**src/cnap_pkg.sv**
```systemverilog
// Shared types, constants and character tables for the cpio newc parser.
// No dependencies; imported by every module of the block.
package cnap_pkg;

  localparam logic [6:0] HDR_LAST     = 7'd109;
  localparam logic [6:0] MAGIC_END    = 7'd6;
  localparam logic [6:0] FSIZE_FIRST  = 7'd54;
  localparam logic [6:0] FSIZE_END    = 7'd62;
  localparam logic [6:0] NSIZE_FIRST  = 7'd94;
  localparam logic [6:0] NSIZE_END    = 7'd102;
  localparam logic [31:0] TRAILER_LEN = 32'd10;
  localparam logic [31:0] TRAILER_MIN = 32'd11;

  localparam int RQ_DEPTH = 4;
  localparam int RQ_AW    = 2;
  localparam int RQ_CW    = 3;

  localparam logic KIND_RECORD = 1'b0;
  localparam logic KIND_STATUS = 1'b1;

  localparam logic [1:0] ST_TRAILER   = 2'd0;
  localparam logic [1:0] ST_CLEAN     = 2'd1;
  localparam logic [1:0] ST_BAD_MAGIC = 2'd2;
  localparam logic [1:0] ST_TRUNC     = 2'd3;

  typedef enum logic [2:0] {
    PH_HEADER = 3'd0,
    PH_NAME   = 3'd1,
    PH_NPAD   = 3'd2,
    PH_DATA   = 3'd3,
    PH_DPAD   = 3'd4,
    PH_DONE   = 3'd5
  } phase_t;

  typedef struct packed {
    logic [7:0] archive_byte;
    logic       end_of_buffer;
  } in_t;

  typedef struct packed {
    logic        kind;
    logic [5:0]  entry_index;
    logic [31:0] name_offset;
    logic [31:0] name_length;
    logic [31:0] data_offset;
    logic [31:0] data_size;
    logic [1:0]  status;
    logic [6:0]  file_count;
    logic        run_last;
  } out_t;

  // Results produced by one byte, packed low slot first.
  typedef struct packed {
    logic [1:0] n;
    out_t       r0;
    out_t       r1;
  } rq_push_t;

  function automatic logic [3:0] hex_digit(input logic [7:0] c);
    logic [3:0] d;
    d = 4'd0;
    if (c >= 8'h30 && c <= 8'h39) d = 4'(c - 8'h30);
    else if (c >= 8'h61 && c <= 8'h66) d = 4'(c - 8'h57);
    else if (c >= 8'h41 && c <= 8'h46) d = 4'(c - 8'h37);
    return d;
  endfunction

  // "070701"
  function automatic logic [7:0] magic_char(input logic [2:0] i);
    logic [7:0] c;
    unique case (i)
      3'd0, 3'd2, 3'd4: c = 8'h30;
      3'd1, 3'd3:       c = 8'h37;
      default:          c = 8'h31;
    endcase
    return c;
  endfunction

  // "TRAILER!!!"
  function automatic logic [7:0] trailer_char(input logic [3:0] i);
    logic [7:0] c;
    unique case (i)
      4'd0:    c = 8'h54;
      4'd1:    c = 8'h52;
      4'd2:    c = 8'h41;
      4'd3:    c = 8'h49;
      4'd4:    c = 8'h4C;
      4'd5:    c = 8'h45;
      4'd6:    c = 8'h52;
      default: c = 8'h21;
    endcase
    return c;
  endfunction

endpackage

```
**src/cnap_rq.sv**
```systemverilog
// Result queue: four entries, up to two pushes and one pop per cycle.
// Depends on cnap_pkg for the result and push types.
module cnap_rq
  import cnap_pkg::*;
(
  input  logic             clk,
  input  logic             rst_n,
  input  rq_push_t         push,
  input  logic             pop,
  output out_t             head,
  output logic [RQ_CW-1:0] cnt
);

  out_t             q_r [RQ_DEPTH];
  logic [RQ_AW-1:0] wptr_r, wptr_nxt;
  logic [RQ_AW-1:0] rptr_r, rptr_nxt;
  logic [RQ_CW-1:0] cnt_r, cnt_nxt;

  always_ff @(posedge clk) begin
    if (push.n != 2'd0) q_r[wptr_r] <= push.r0;
    if (push.n == 2'd2) q_r[wptr_r + RQ_AW'(1)] <= push.r1;
  end

  always_comb begin
    wptr_nxt = wptr_r + RQ_AW'(push.n);
    rptr_nxt = rptr_r + RQ_AW'(pop);
    cnt_nxt  = cnt_r + RQ_CW'(push.n) - RQ_CW'(pop);
  end

  always_ff @(posedge clk) begin
    if (!rst_n) begin
      wptr_r <= '0;
      rptr_r <= '0;
      cnt_r  <= '0;
    end else begin
      wptr_r <= wptr_nxt;
      rptr_r <= rptr_nxt;
      cnt_r  <= cnt_nxt;
    end
  end

  assign head = q_r[rptr_r];
  assign cnt  = cnt_r;

endmodule

```
**src/cnap_core.sv**
```systemverilog
// Parser state and per-byte update: header decode, name/data walk, records, status.
// Depends on cnap_pkg for phase codes, tables and result types.
module cnap_core
  import cnap_pkg::*;
#(
  parameter int MAX_ENTRIES = 64
) (
  input  logic     clk,
  input  logic     rst_n,
  input  logic     step,
  input  in_t      item,
  output rq_push_t push
);

  localparam int CW = $clog2(MAX_ENTRIES + 1);

  phase_t        phase_r, phase_nxt;
  logic [6:0]    hpos_r, hpos_nxt;
  logic          magic_r, magic_nxt;
  logic [31:0]   nsz_r, nsz_nxt;
  logic [31:0]   fsz_r, fsz_nxt;
  logic [31:0]   boff_r, boff_nxt;
  logic [31:0]   rem_r, rem_nxt;
  logic [31:0]   nstart_r, nstart_nxt;
  logic [31:0]   dstart_r, dstart_nxt;
  logic          trl_r, trl_nxt;
  logic [CW-1:0] cnt_r, cnt_nxt;

  logic          rec_v, st_v;
  logic [CW-1:0] rec_idx, rec_cnt, st_cnt;
  logic [31:0]   rec_no, rec_nl, rec_do, rec_ds;
  logic [1:0]    st_code;
  logic [31:0]   name_idx;

  assign name_idx = nsz_r - rem_r;

  // Next state and result events for one byte.
  always_comb begin
    logic       hdr_done, nm_done, np_done, dt_done;
    logic [1:0] npad, dpad;
    logic [7:0] b;
    hdr_done   = 1'b0;
    nm_done    = 1'b0;
    np_done    = 1'b0;
    dt_done    = 1'b0;
    npad       = 2'd0;
    dpad       = 2'd0;
    b          = item.archive_byte;
    phase_nxt  = phase_r;
    hpos_nxt   = hpos_r;
    magic_nxt  = magic_r;
    nsz_nxt    = nsz_r;
    fsz_nxt    = fsz_r;
    boff_nxt   = boff_r;
    rem_nxt    = rem_r;
    nstart_nxt = nstart_r;
    dstart_nxt = dstart_r;
    trl_nxt    = trl_r;
    cnt_nxt    = cnt_r;
    rec_v      = 1'b0;
    rec_idx    = cnt_r;
    rec_cnt    = cnt_r;
    rec_no     = nstart_r;
    rec_nl     = nsz_r;
    rec_do     = dstart_r;
    rec_ds     = fsz_r;
    st_v       = 1'b0;
    st_code    = ST_TRAILER;
    st_cnt     = cnt_r;
    if (step) begin
      unique case (phase_r)
        PH_HEADER: begin
          if (hpos_r == 7'd0) begin
            magic_nxt = 1'b1;
            nsz_nxt   = '0;
            fsz_nxt   = '0;
          end
          if (hpos_r < MAGIC_END && b != magic_char(hpos_r[2:0])) magic_nxt = 1'b0;
          if (hpos_r >= FSIZE_FIRST && hpos_r < FSIZE_END)
            fsz_nxt = {fsz_nxt[27:0], hex_digit(b)};
          if (hpos_r >= NSIZE_FIRST && hpos_r < NSIZE_END)
            nsz_nxt = {nsz_nxt[27:0], hex_digit(b)};
          if (hpos_r == HDR_LAST) begin
            hpos_nxt = '0;
            if (!magic_nxt) begin
              st_v      = 1'b1;
              st_code   = ST_BAD_MAGIC;
              phase_nxt = PH_DONE;
            end else begin
              hdr_done = 1'b1;
            end
          end else begin
            hpos_nxt = hpos_r + 7'd1;
          end
        end
        PH_NAME: begin
          if (name_idx < TRAILER_LEN) begin
            if (b != trailer_char(name_idx[3:0])) trl_nxt = 1'b0;
          end else if (name_idx == TRAILER_LEN) begin
            if (b != 8'd0) trl_nxt = 1'b0;
          end
          rem_nxt = rem_r - 32'd1;
          if (rem_r == 32'd1) nm_done = 1'b1;
        end
        PH_NPAD: begin
          rem_nxt = rem_r - 32'd1;
          if (rem_r == 32'd1) np_done = 1'b1;
        end
        PH_DATA: begin
          rem_nxt = rem_r - 32'd1;
          if (rem_r == 32'd1) dt_done = 1'b1;
        end
        PH_DPAD: begin
          rem_nxt = rem_r - 32'd1;
          if (rem_r == 32'd1) begin
            phase_nxt = PH_HEADER;
            hpos_nxt  = '0;
          end
        end
        default: ;
      endcase

      if (hdr_done) begin
        nstart_nxt = boff_r + 32'd1;
        phase_nxt  = PH_NAME;
        rem_nxt    = nsz_nxt;
        trl_nxt    = (nsz_nxt >= TRAILER_MIN);
        if (nsz_nxt == 32'd0) nm_done = 1'b1;
      end
      // Header plus name is padded to four bytes.
      npad = 2'd2 - nsz_nxt[1:0];
      if (nm_done) begin
        phase_nxt = PH_NPAD;
        rem_nxt   = 32'(npad);
        if (npad == 2'd0) np_done = 1'b1;
      end
      if (np_done) begin
        dstart_nxt = boff_r + 32'd1;
        phase_nxt  = PH_DATA;
        rem_nxt    = fsz_nxt;
        if (fsz_nxt == 32'd0) dt_done = 1'b1;
      end
      dpad = 2'd0 - fsz_nxt[1:0];
      if (dt_done) begin
        if (trl_nxt) begin
          st_v      = 1'b1;
          st_code   = ST_TRAILER;
          phase_nxt = PH_DONE;
        end else begin
          if (cnt_r < CW'(MAX_ENTRIES)) begin
            rec_v   = 1'b1;
            cnt_nxt = cnt_r + CW'(1);
            rec_cnt = cnt_nxt;
            rec_no  = nstart_nxt;
            rec_nl  = nsz_nxt;
            rec_do  = dstart_nxt;
            rec_ds  = fsz_nxt;
          end
          if (dpad == 2'd0) begin
            phase_nxt = PH_HEADER;
            hpos_nxt  = '0;
          end else begin
            phase_nxt = PH_DPAD;
            rem_nxt   = 32'(dpad);
          end
        end
      end
      st_cnt = cnt_nxt;

      if (item.end_of_buffer) begin
        if (phase_nxt == PH_NAME || phase_nxt == PH_NPAD || phase_nxt == PH_DATA) begin
          st_v    = 1'b1;
          st_code = ST_TRUNC;
        end else if (phase_nxt == PH_HEADER || phase_nxt == PH_DPAD) begin
          st_v    = 1'b1;
          st_code = ST_CLEAN;
        end
        phase_nxt  = PH_HEADER;
        hpos_nxt   = '0;
        magic_nxt  = 1'b1;
        nsz_nxt    = '0;
        fsz_nxt    = '0;
        boff_nxt   = '0;
        rem_nxt    = '0;
        nstart_nxt = '0;
        dstart_nxt = '0;
        trl_nxt    = 1'b1;
        cnt_nxt    = '0;
      end else begin
        boff_nxt = boff_r + 32'd1;
      end
    end
  end

  // Result assembly: record first, then status.
  always_comb begin
    out_t       rec, st;
    logic [31:0] idx_w, rcnt_w, scnt_w;
    idx_w  = 32'(rec_idx);
    rcnt_w = 32'(rec_cnt);
    scnt_w = 32'(st_cnt);
    rec.kind        = KIND_RECORD;
    rec.entry_index = idx_w[5:0];
    rec.name_offset = rec_no;
    rec.name_length = rec_nl;
    rec.data_offset = rec_do;
    rec.data_size   = rec_ds;
    rec.status      = ST_TRAILER;
    rec.file_count  = rcnt_w[6:0];
    rec.run_last    = !st_v;
    st.kind         = KIND_STATUS;
    st.entry_index  = '0;
    st.name_offset  = '0;
    st.name_length  = '0;
    st.data_offset  = '0;
    st.data_size    = '0;
    st.status       = st_code;
    st.file_count   = scnt_w[6:0];
    st.run_last     = 1'b1;
    push.n  = 2'(rec_v) + 2'(st_v);
    push.r0 = rec_v ? rec : st;
    push.r1 = st;
  end

  always_ff @(posedge clk) begin
    if (!rst_n) begin
      phase_r  <= PH_HEADER;
      hpos_r   <= '0;
      magic_r  <= 1'b1;
      nsz_r    <= '0;
      fsz_r    <= '0;
      boff_r   <= '0;
      rem_r    <= '0;
      nstart_r <= '0;
      dstart_r <= '0;
      trl_r    <= 1'b1;
      cnt_r    <= '0;
    end else begin
      phase_r  <= phase_nxt;
      hpos_r   <= hpos_nxt;
      magic_r  <= magic_nxt;
      nsz_r    <= nsz_nxt;
      fsz_r    <= fsz_nxt;
      boff_r   <= boff_nxt;
      rem_r    <= rem_nxt;
      nstart_r <= nstart_nxt;
      dstart_r <= dstart_nxt;
      trl_r    <= trl_nxt;
      cnt_r    <= cnt_nxt;
    end
  end

endmodule

```
**src/cpio_newc_archive_parser.sv**
```systemverilog
// Top level of the cpio newc archive parser: input register, parser core, result queue.
// Depends on cnap_pkg, cnap_core and cnap_rq.
//
//   channel  dir  handshake            payload
//   in_      in   in_valid / in_stall  in_data  (archive_byte, end_of_buffer)
//   out_     out  out_valid/ out_stall out_data (one member record or final status)
//
// One archive byte per cycle while in_stall is low. A byte is held in the input
// register, parsed there, and its results are registered in the result queue for out_.
// A byte yielding a record and a status uses the single output port for both;
// the four-entry result queue sets how long input keeps flowing under out_stall.
// in_stall rises only when the input register is full and the queue holds more than
// two results. rst_n is synchronous and returns the parser to the start of an archive.
module cpio_newc_archive_parser
  import cnap_pkg::*;
#(
  parameter int MAX_ENTRIES = 64
) (
  input  logic clk,
  input  logic rst_n,
  input  logic in_valid,
  output logic in_stall,
  input  in_t  in_data,
  output logic out_valid,
  input  logic out_stall,
  output out_t out_data
);

  logic             in_vld_r, in_vld_nxt;
  in_t              in_data_r;
  logic [RQ_CW-1:0] rq_cnt;
  logic             room, fire, take, pop;
  rq_push_t         push;

  // Parse the held byte only when the queue can absorb two results.
  assign room     = (rq_cnt <= RQ_CW'(RQ_DEPTH - 2));
  assign fire     = in_vld_r && room;
  assign in_stall = in_vld_r && !room;
  assign take     = in_valid && !in_stall;
  assign pop      = out_valid && !out_stall;

  // Hold the byte until it fires; refill in the same cycle it leaves.
  always_comb begin
    in_vld_nxt = in_vld_r;
    if (take) in_vld_nxt = 1'b1;
    else if (fire) in_vld_nxt = 1'b0;
  end

  always_ff @(posedge clk) begin
    if (!rst_n) begin
      in_vld_r <= 1'b0;
    end else begin
      in_vld_r <= in_vld_nxt;
    end
  end

  always_ff @(posedge clk) begin
    if (take) in_data_r <= in_data;
  end

  cnap_core #(
    .MAX_ENTRIES(MAX_ENTRIES)
  ) u_core (
    .clk  (clk),
    .rst_n(rst_n),
    .step (fire),
    .item (in_data_r),
    .push (push)
  );

  cnap_rq u_rq (
    .clk  (clk),
    .rst_n(rst_n),
    .push (push),
    .pop  (pop),
    .head (out_data),
    .cnt  (rq_cnt)
  );

  // Expose a result whenever the queue is not empty.
  assign out_valid = (rq_cnt != '0);

`ifndef SYNTHESIS
  a_rq_bound: assert property (@(posedge clk) disable iff (!rst_n)
    rq_cnt <= RQ_CW'(RQ_DEPTH))
    else $error("result queue overflow");

  a_pair_follows: assert property (@(posedge clk) disable iff (!rst_n)
    (pop && !out_data.run_last) |=> (out_valid && out_data.kind == KIND_STATUS))
    else $error("record not followed by its status");

  a_in_held: assert property (@(posedge clk) disable iff (!rst_n)
    take |=> in_vld_r)
    else $error("accepted byte lost");
`endif

endmodule
```
**config.mk**
```make
export PLATFORM = sky130hd
export DESIGN_NAME = cpio_newc_archive_parser
export DESIGN_NICKNAME = d
export VERILOG_FILES = /design/src/cnap_pkg.sv /design/src/cnap_rq.sv /design/src/cnap_core.sv /design/src/cpio_newc_archive_parser.sv
export SDC_FILE = /design/constraint.sdc
export NUM_CORES = 2
export LEC_CHECK = 0
export ABC_AREA = 1
export BUFFER_PORTS_ARGS = -buffer_cell sky130_fd_sc_hd__buf_2
export CAP_MARGIN = 20
export CELL_PAD_IN_SITES_DETAIL_PLACEMENT = 1
export CELL_PAD_IN_SITES_GLOBAL_PLACEMENT = 2
export CORE_ASPECT_RATIO = 0.75
export CORE_MARGIN = 2
export CORE_UTILIZATION = 38
export DETAILED_ROUTE_END_ITERATION = 7
export GPL_TIMING_DRIVEN = 0
export PLACE_DENSITY_LB_ADDON = 0.1
export SLEW_MARGIN = 30
export SYNTH_ARGS = -nofsm -noshare
export SYNTH_HDL_FRONTEND = slang
export SYNTH_SLANG_ARGS = --single-unit
```
**constraint.sdc**
```tcl
create_clock -name clk -period 8.8 [get_ports clk]
set_input_delay 0.88 -clock clk [delete_from_list [all_inputs] [get_ports clk]]
set_output_delay 0.88 -clock clk [all_outputs]
set_load 0.1 [all_outputs]
```
# Word level (Yosys, flattened, before mapping)
# Memory sizes are Yosys's and may differ from the RTL's. A register that Yosys moved wholly into a read port is not among the register bits.
# Index checks and enable logic that the tools add are counted.
# op_classes
muxes,134
eq_ne,24
n_addsub,16
n_lt_le_gt_ge,15
n_reduce_logical,36
# op_table
op,count
2-to-1 mux 32 bit,39
2-to-1 mux 145 bit,1
2-to-1 mux 7 bit,11
logical NOT 32 bit,2
2-to-1 mux 1 bit,50
one-hot mux 7 bit (6 select lines),1
2-to-1 mux 8 bit,5
2-to-1 mux 3 bit,11
adder 32 x 1 -> 32 bit (second input constant),1
== test 32 x 1 -> 1 bit (second input constant),1
== test 32 x 4 -> 1 bit (second input constant),1
greater-or-equal comparator 32 x 4 -> 1 bit (second input constant),1
< comparator 32 x 4 -> 1 bit (second input constant),1
subtractor 32 x 1 -> 32 bit (second input constant),1
subtractor 32 bit,1
2-to-1 mux 2 bit,10
== test 3 x 2 -> 1 bit (second input constant),6
greater-or-equal comparator 8 x 7 -> 1 bit (second input constant),2
less-or-equal comparator 8 x 7 -> 1 bit (second input constant),2
inequality test 8 bit,2
adder 7 x 1 -> 7 bit (second input constant),2
< comparator 7 bit (second input constant),2
one-hot mux 7 bit (2 select lines),1
== test 4 x 3 -> 1 bit (second input constant),3
39 further kinds,68
# totals
mem_bits_rw,580
memories,1
ff_bits,228
word_cells,243
# mem_list
memory,depth,width,rd,rd_clocked_by_memory_dff,write_ports,line,rtl
u_rq.q_r,4,145,1,1,2,cnap_rq.sv:14,out_t q_r [RQ_DEPTH];

# Depth between registers and ports, before layout
# depth
word_depth,32
mapped_depth,38
depth_no_buf,35

# Modules after synthesis
# Synthesis repeated with hierarchy kept, for this count alone.
# unflattened
cells_unflattened,6187
hier_area_um2,47301.6
# by_module_without_submodules
module,instances,area_per_inst_um2,cells_per_inst
cnap_rq,1,29482.0,3188
cnap_core,1,17459.2,2974
cpio_newc_archive_parser,1,360.3,25

# Worst setup path before layout
# Ideal clock, no wire load.
# synth_path
path_kind,register -> register
start,register in_data_r[1] (netlist name)
end,memory u_rq.q_r[3][5] (netlist name) (data pin)
setup_slack_ns,3.518
path_stages_with_launch,32
synth_period_minus_slack_ns,5.282
n_path_buf,3
arrival_time_ns,5.135
setup_time_ns,0.147
cell_sequence,edfxtp_1 > inv_1 > ha_1 > o21ai_0 > nand2_1 > nand2_1 > o22ai_1 > or2_2 > a22oi_1 > ha_1 > nand2_1 > nor2_1 > nand3_1 > nor2_1 > nand3_1 > nand2_2 > nand3_1 > nand2_1 > nand2_1 > nand2_1 > nand2_1 > nand2_1 > inv_1 > ha_1 > nor3_1 > inv_1 > clkbuf_1 > nand2_1 > clkinv_1 > clkbuf_1 > clkbuf_1 > a21oi_1
# synth_rtl
element,line,rtl
"start, declared",cpio_newc_archive_parser.sv:30,in_t in_data_r;
"start signal, assigned",cpio_newc_archive_parser.sv:58,if (take) in_data_r <= in_data;
"end, declared",cnap_rq.sv:14,

==> impl_summary.md <==
Synthesis
The compound-cell area share of the yosys netlist is 18.12%. The synthesis-stage register bit count is 808. The arithmetic-cell share of the synthesized area counting full adders, half adders and majority gates is 1.906%.

The largest family of logic cells by synthesized area is simple AND/OR/NAND/NOR gates. The sequential share of the synthesized area is 42.06%. The number of nets handed over by synthesis was 6,004. The most common cell in the netlist is sky130_fd_sc_hd__nand2_1. After synthesis, the most frequently instantiated cells are sky130_fd_sc_hd__nand2_1 (1,879), sky130_fd_sc_hd__dfxtp_1 (763), sky130_fd_sc_hd__nor2_1 (630).

The library cell with the largest summed area after synthesis is sky130_fd_sc_hd__dfxtp_1. For this run, the number of Yosys warnings is 0. The average cell area after synthesis is 6.663 um2. After synthesis, the share of flip-flops with an asynchronous set or reset is 0%. Yosys attributes the largest share of cell area to sky130_fd_sc_hd__dfxtp_1 (39%), sky130_fd_sc_hd__nand2_1 (18%), sky130_fd_sc_hd__o21ai_0 (6.7%). The xor/xnor cell area share of the yosys netlist is 1.174%. The synthesized netlist devotes 28.92% of its cell area to simple gates. The cell count after synthesis is 5,932. The count of flip-flops with a built-in enable after synthesis is 45. The portion of netlist area occupied by mux cells is 0.02532%.

In this run the biggest area consumer among cell types represents 38.65% of the synthesized area. The area of the mapped netlist is 0.03953 mm2. Synthesis instantiated 47 different standard cells from the library. Among all flip-flop cells after synthesis, the most frequent one is sky130_fd_sc_hd__dfxtp_1.

Final layout
The synthesis-to-finish area growth is 14.30%. The area used by sequential logic in the layout is 0.01663 mm2. Once layout is done, the placed cells without fillers occupy 0.04518 mm2. The multi-input combinational cells in the finished layout cover a total of 0.01991 mm2. The filler cells instantiated in the layout total 13,490. For this run, the post-layout net count is 6,258. The share of layout cells above drive strength 1 is 7.401%.

Once layout is complete, the utilization of the core stands at 43.81%.

Placed design
During placement, the flow inserted port buffers numbering 159. Timing analysis after detailed placement gives a worst setup slack of -0.8502 ns. The last weighted congestion value of the routability-driven placer is 0.9908. Once placement finished, the instance area stood at 0.04216 mm2.

The placed wire-length estimate is 142,100 um.

Die
The area of the core region is 0.1031 mm2. 160 I/O pins were placed. The initial standard-cell utilization of the core is 38.33%. The standard-cell row count is 102.

The horizontal die dimension is 376.4 um. The floorplan step set the die height to 283.3 um. The total die area is 0.1066 mm2.

Global route
The initial antenna violation count is 10. The first-pass GRT wire length is 271,500 um. The remaining global-route overflow is 0. The number of global-route vias before repair came to 40,430. Entering global routing, the biggest net connects 15 pins. In the global route stage, overall resource usage came out at 33.95%.

STA
Setup repair after global routing left no endpoint under its margin. The tightest hold margin is 0.3534 ns. The number of hold violations in the final report is 0. For the final database, setup skew stands at 0.02821 ns.

The final number of max-transition violations came to 0. The final worst-path cycle share is 97.96%. Static timing analysis puts the maximum clock frequency at 116.0 MHz. The final count of negative-setup-slack endpoints is 0. After layout, the minimum clock period comes to 8.620 ns. Headroom to the max-slew limit came out at 21.48%. The worst path meets setup with 0.1797 ns of slack. For the pin with the worst max-slew slack, the measured transition is 1.166 ns.

Setup path
For the worst setup path, the data arrival time is 9.20 ns. The critical path in this run is classified as flip-flop to flip-flop. The standard cell with the maximum stage delay on the critical path is sky130_fd_sc_hd__dfxtp_1. Data on the critical path is required at its endpoint by 9.38 ns.

In this run the worst path has a maximum fanout of 15. The nature of the critical path endpoint is a flip-flop. The largest stage delay on the critical path is 0.54 ns.

The cell with the most instances on the worst path is sky130_fd_sc_hd__nand2_1. The sort of element at the start of the critical path is a flip-flop.

Clocking
The CTS clock-pin slew for the worst setup and hold paths is 0.07 ns. The clock reaches the later pin of the worst-skew pair after 0.70 ns. The CTS tree is yes.

The tree is rooted in a sky130_fd_sc_hd__clkbuf_16. The clock tree synthesis step divided the H-tree into 3 levels. The number of buffers inserted during clock tree synthesis is 88. In this run the deepest clock path goes through 3 buffers. The tree built by TritonCTS fans out to 808 sinks.

Route
In the routed design, unresolved DRC markers number 0. In the routed layout, each cell is associated on average with a via count of 5.588. Dividing the detail-routed wire length by the instance count gives 24.46 um. After detailed routing, the total wire length is 186,200 um.

For this block, the initial DRC count from the detailed router was 4,909. Once detail routing completed, the nets flagged for antenna violations numbered 0. The first detailed-routing pass took 6 iterations.

The final route contains 42,520 vias.

Run status
The flow ran to the end, and the final reports show no timing, DRC or antenna violations.

Power and ir drop
IR analysis of the VDD net gives a maximum drop of 318.6 uV. The power density over cell area is 273.4 mW/mm2. The leakage component of the power is 0.01864 uW.

Flow run
Across the run, the number of max-cap violations was 0.

Worst hold path
The class of the tightest hold or removal check is primary input to flip-flop.
[power breakdown]
group	switching (uW)	internal, uW	leakage (uW)	total [uW]
clock network	1690	2200	0.00143	3890
logic	4040	666	0.0107	4710
registers	27.6	3730	0.00656	3750
total	5760	6600	0.0186	12400
[layer usage]
metal	part of all wire, %	global-route usage, %	vias up	wire (um)
met2	41	48.74	1588	76100
met3	9.1	6.938	217	16980
met5	0.015	0	-	27
met1	48	51.84	20940	89060
li1	-	-	19770	-
met4	2.1	6.890	4	3987
[cells in the final DEF (no fill, tap or decap), drive strengths merged, types with 2 or more instances in the layout]
cell type | synthesis | final
clkbuf | 298 | 423
xnor2 | 10 | 10
nand3 | 184 | 184
a211oi | 2 | 2
o2111ai | 6 | 6
nand4 | 43 | 43
fa | 2 | 2
dfxtp | 763 | 763
and2 | 4 | 4
clkinvlp | 0 | 4
inv | 428 | 434
nand2 | 1922 | 1922
edfxtp | 45 | 45
bufinv | 0 | 6
o21bai | 4 | 4
o21ai | 862 | 862
clkinv | 5 | 19
o21a | 13 | 13
ha | 57 | 57
and3 | 2 | 2
nor4 | 11 | 11
a31oi | 6 | 6
o31ai | 5 | 5
nor2 | 634 | 634
buf | 49 | 218
o211ai | 12 | 12
or2 | 28 | 28
o221ai | 2 | 2
a22oi | 2 | 2
nor3 | 39 | 39
xor2 | 43 | 43
o22ai | 173 | 173
a21oi | 269 | 269
nand3b | 5 | 5
[through the flow]
stage / setup TNS [ns] / total power (uW) / std cells
2_1_floorplan: 0 / 7271 / 5932
3_3_place_gp: -781.01 / 8478 / 7443
3_5_place_dp: -183.74 / 8512 / 7449
4_1_cts: 0 / 12360 / 7609
5_1_grt: 0 / 12710 / 7608
6_report: 0 / 12350 / 7609
[registers in the layout (all words and copies together) (netlist names), 3 cells and up]
| signal | count |
|---|---|
| u_core.boff_r | 32 |
| u_core.phase_r | 3 |
| u_core.hpos_r | 7 |
| u_core.dstart_r | 32 |
| u_core.fsz_r | 32 |
| u_core.rem_r | 32 |
| u_core.nsz_r | 32 |
| u_core.nstart_r | 32 |
| in_data_r | 9 |
| u_rq.q_r | 580 |
| u_rq.cnt | 3 |
| u_core.cnt_r | 7 |
[repair_timing]
item | 4_1_cts | 5_1_grt
gates resized for setup | 11 | 14
pin swaps | 0 | 1
setup buffers | 0 | 2
hold buffers | 0 | 0
endpoints found under the hold margin | 0 | 0
setup endpoints to repair | 346 | 363
[worst max-delay path, delay by kind of cell (launching register included)]
| family | cells | cell delay (ns) |
|---|---|---|
| adder cells (fa/ha/maj) | 2 | 0.74 |
| flip-flops | 1 | 0.54 |
| buffers and inverters | 8 | 2.15 |
| AND/OR/NAND/NOR | 26 | 4.74 |
| AO/OA/AOI/OAI | 1 | 0.28 |
[cell type report]
type / count / area share, %
inverter: 433 / 3.606
timing repair buffer: 167 / 2.027
buffer: 344 / 3.260
clock buffer: 130 / 5.672
tap: 1352 / 3.744
antenna: 1 / 0.005539
clock inverter: 30 / 0.8198
sequential: 808 / 36.80
multi-input combinational: 4344 / 44.06
[cell families after synthesis]
family,count (synthesis)
mux,1
fa+ha+maj,59
buf+inv,780
simple gates,2872
xor+xnor,53
compound gates,1359
flops,808
[final timing paths]
| kind | to | cells after the start | slack [ns] | startpoint |
|---|---|---|---|---|
| max | u_rq.q_r[3][66] | 37 | 0.18 | u_core.rem_r[2] |
| min | in_data_r[0] | 1 | 0.35 | in_data[0] |
| max reg2reg | u_rq.q_r[3][66] | 37 | 0.18 | u_core.rem_r[2] |
| min reg2reg | u_rq.q_r[1][92] | 2 | 0.45 | u_rq.q_r[1][92] |
Power figures use the tool's default switching activity.
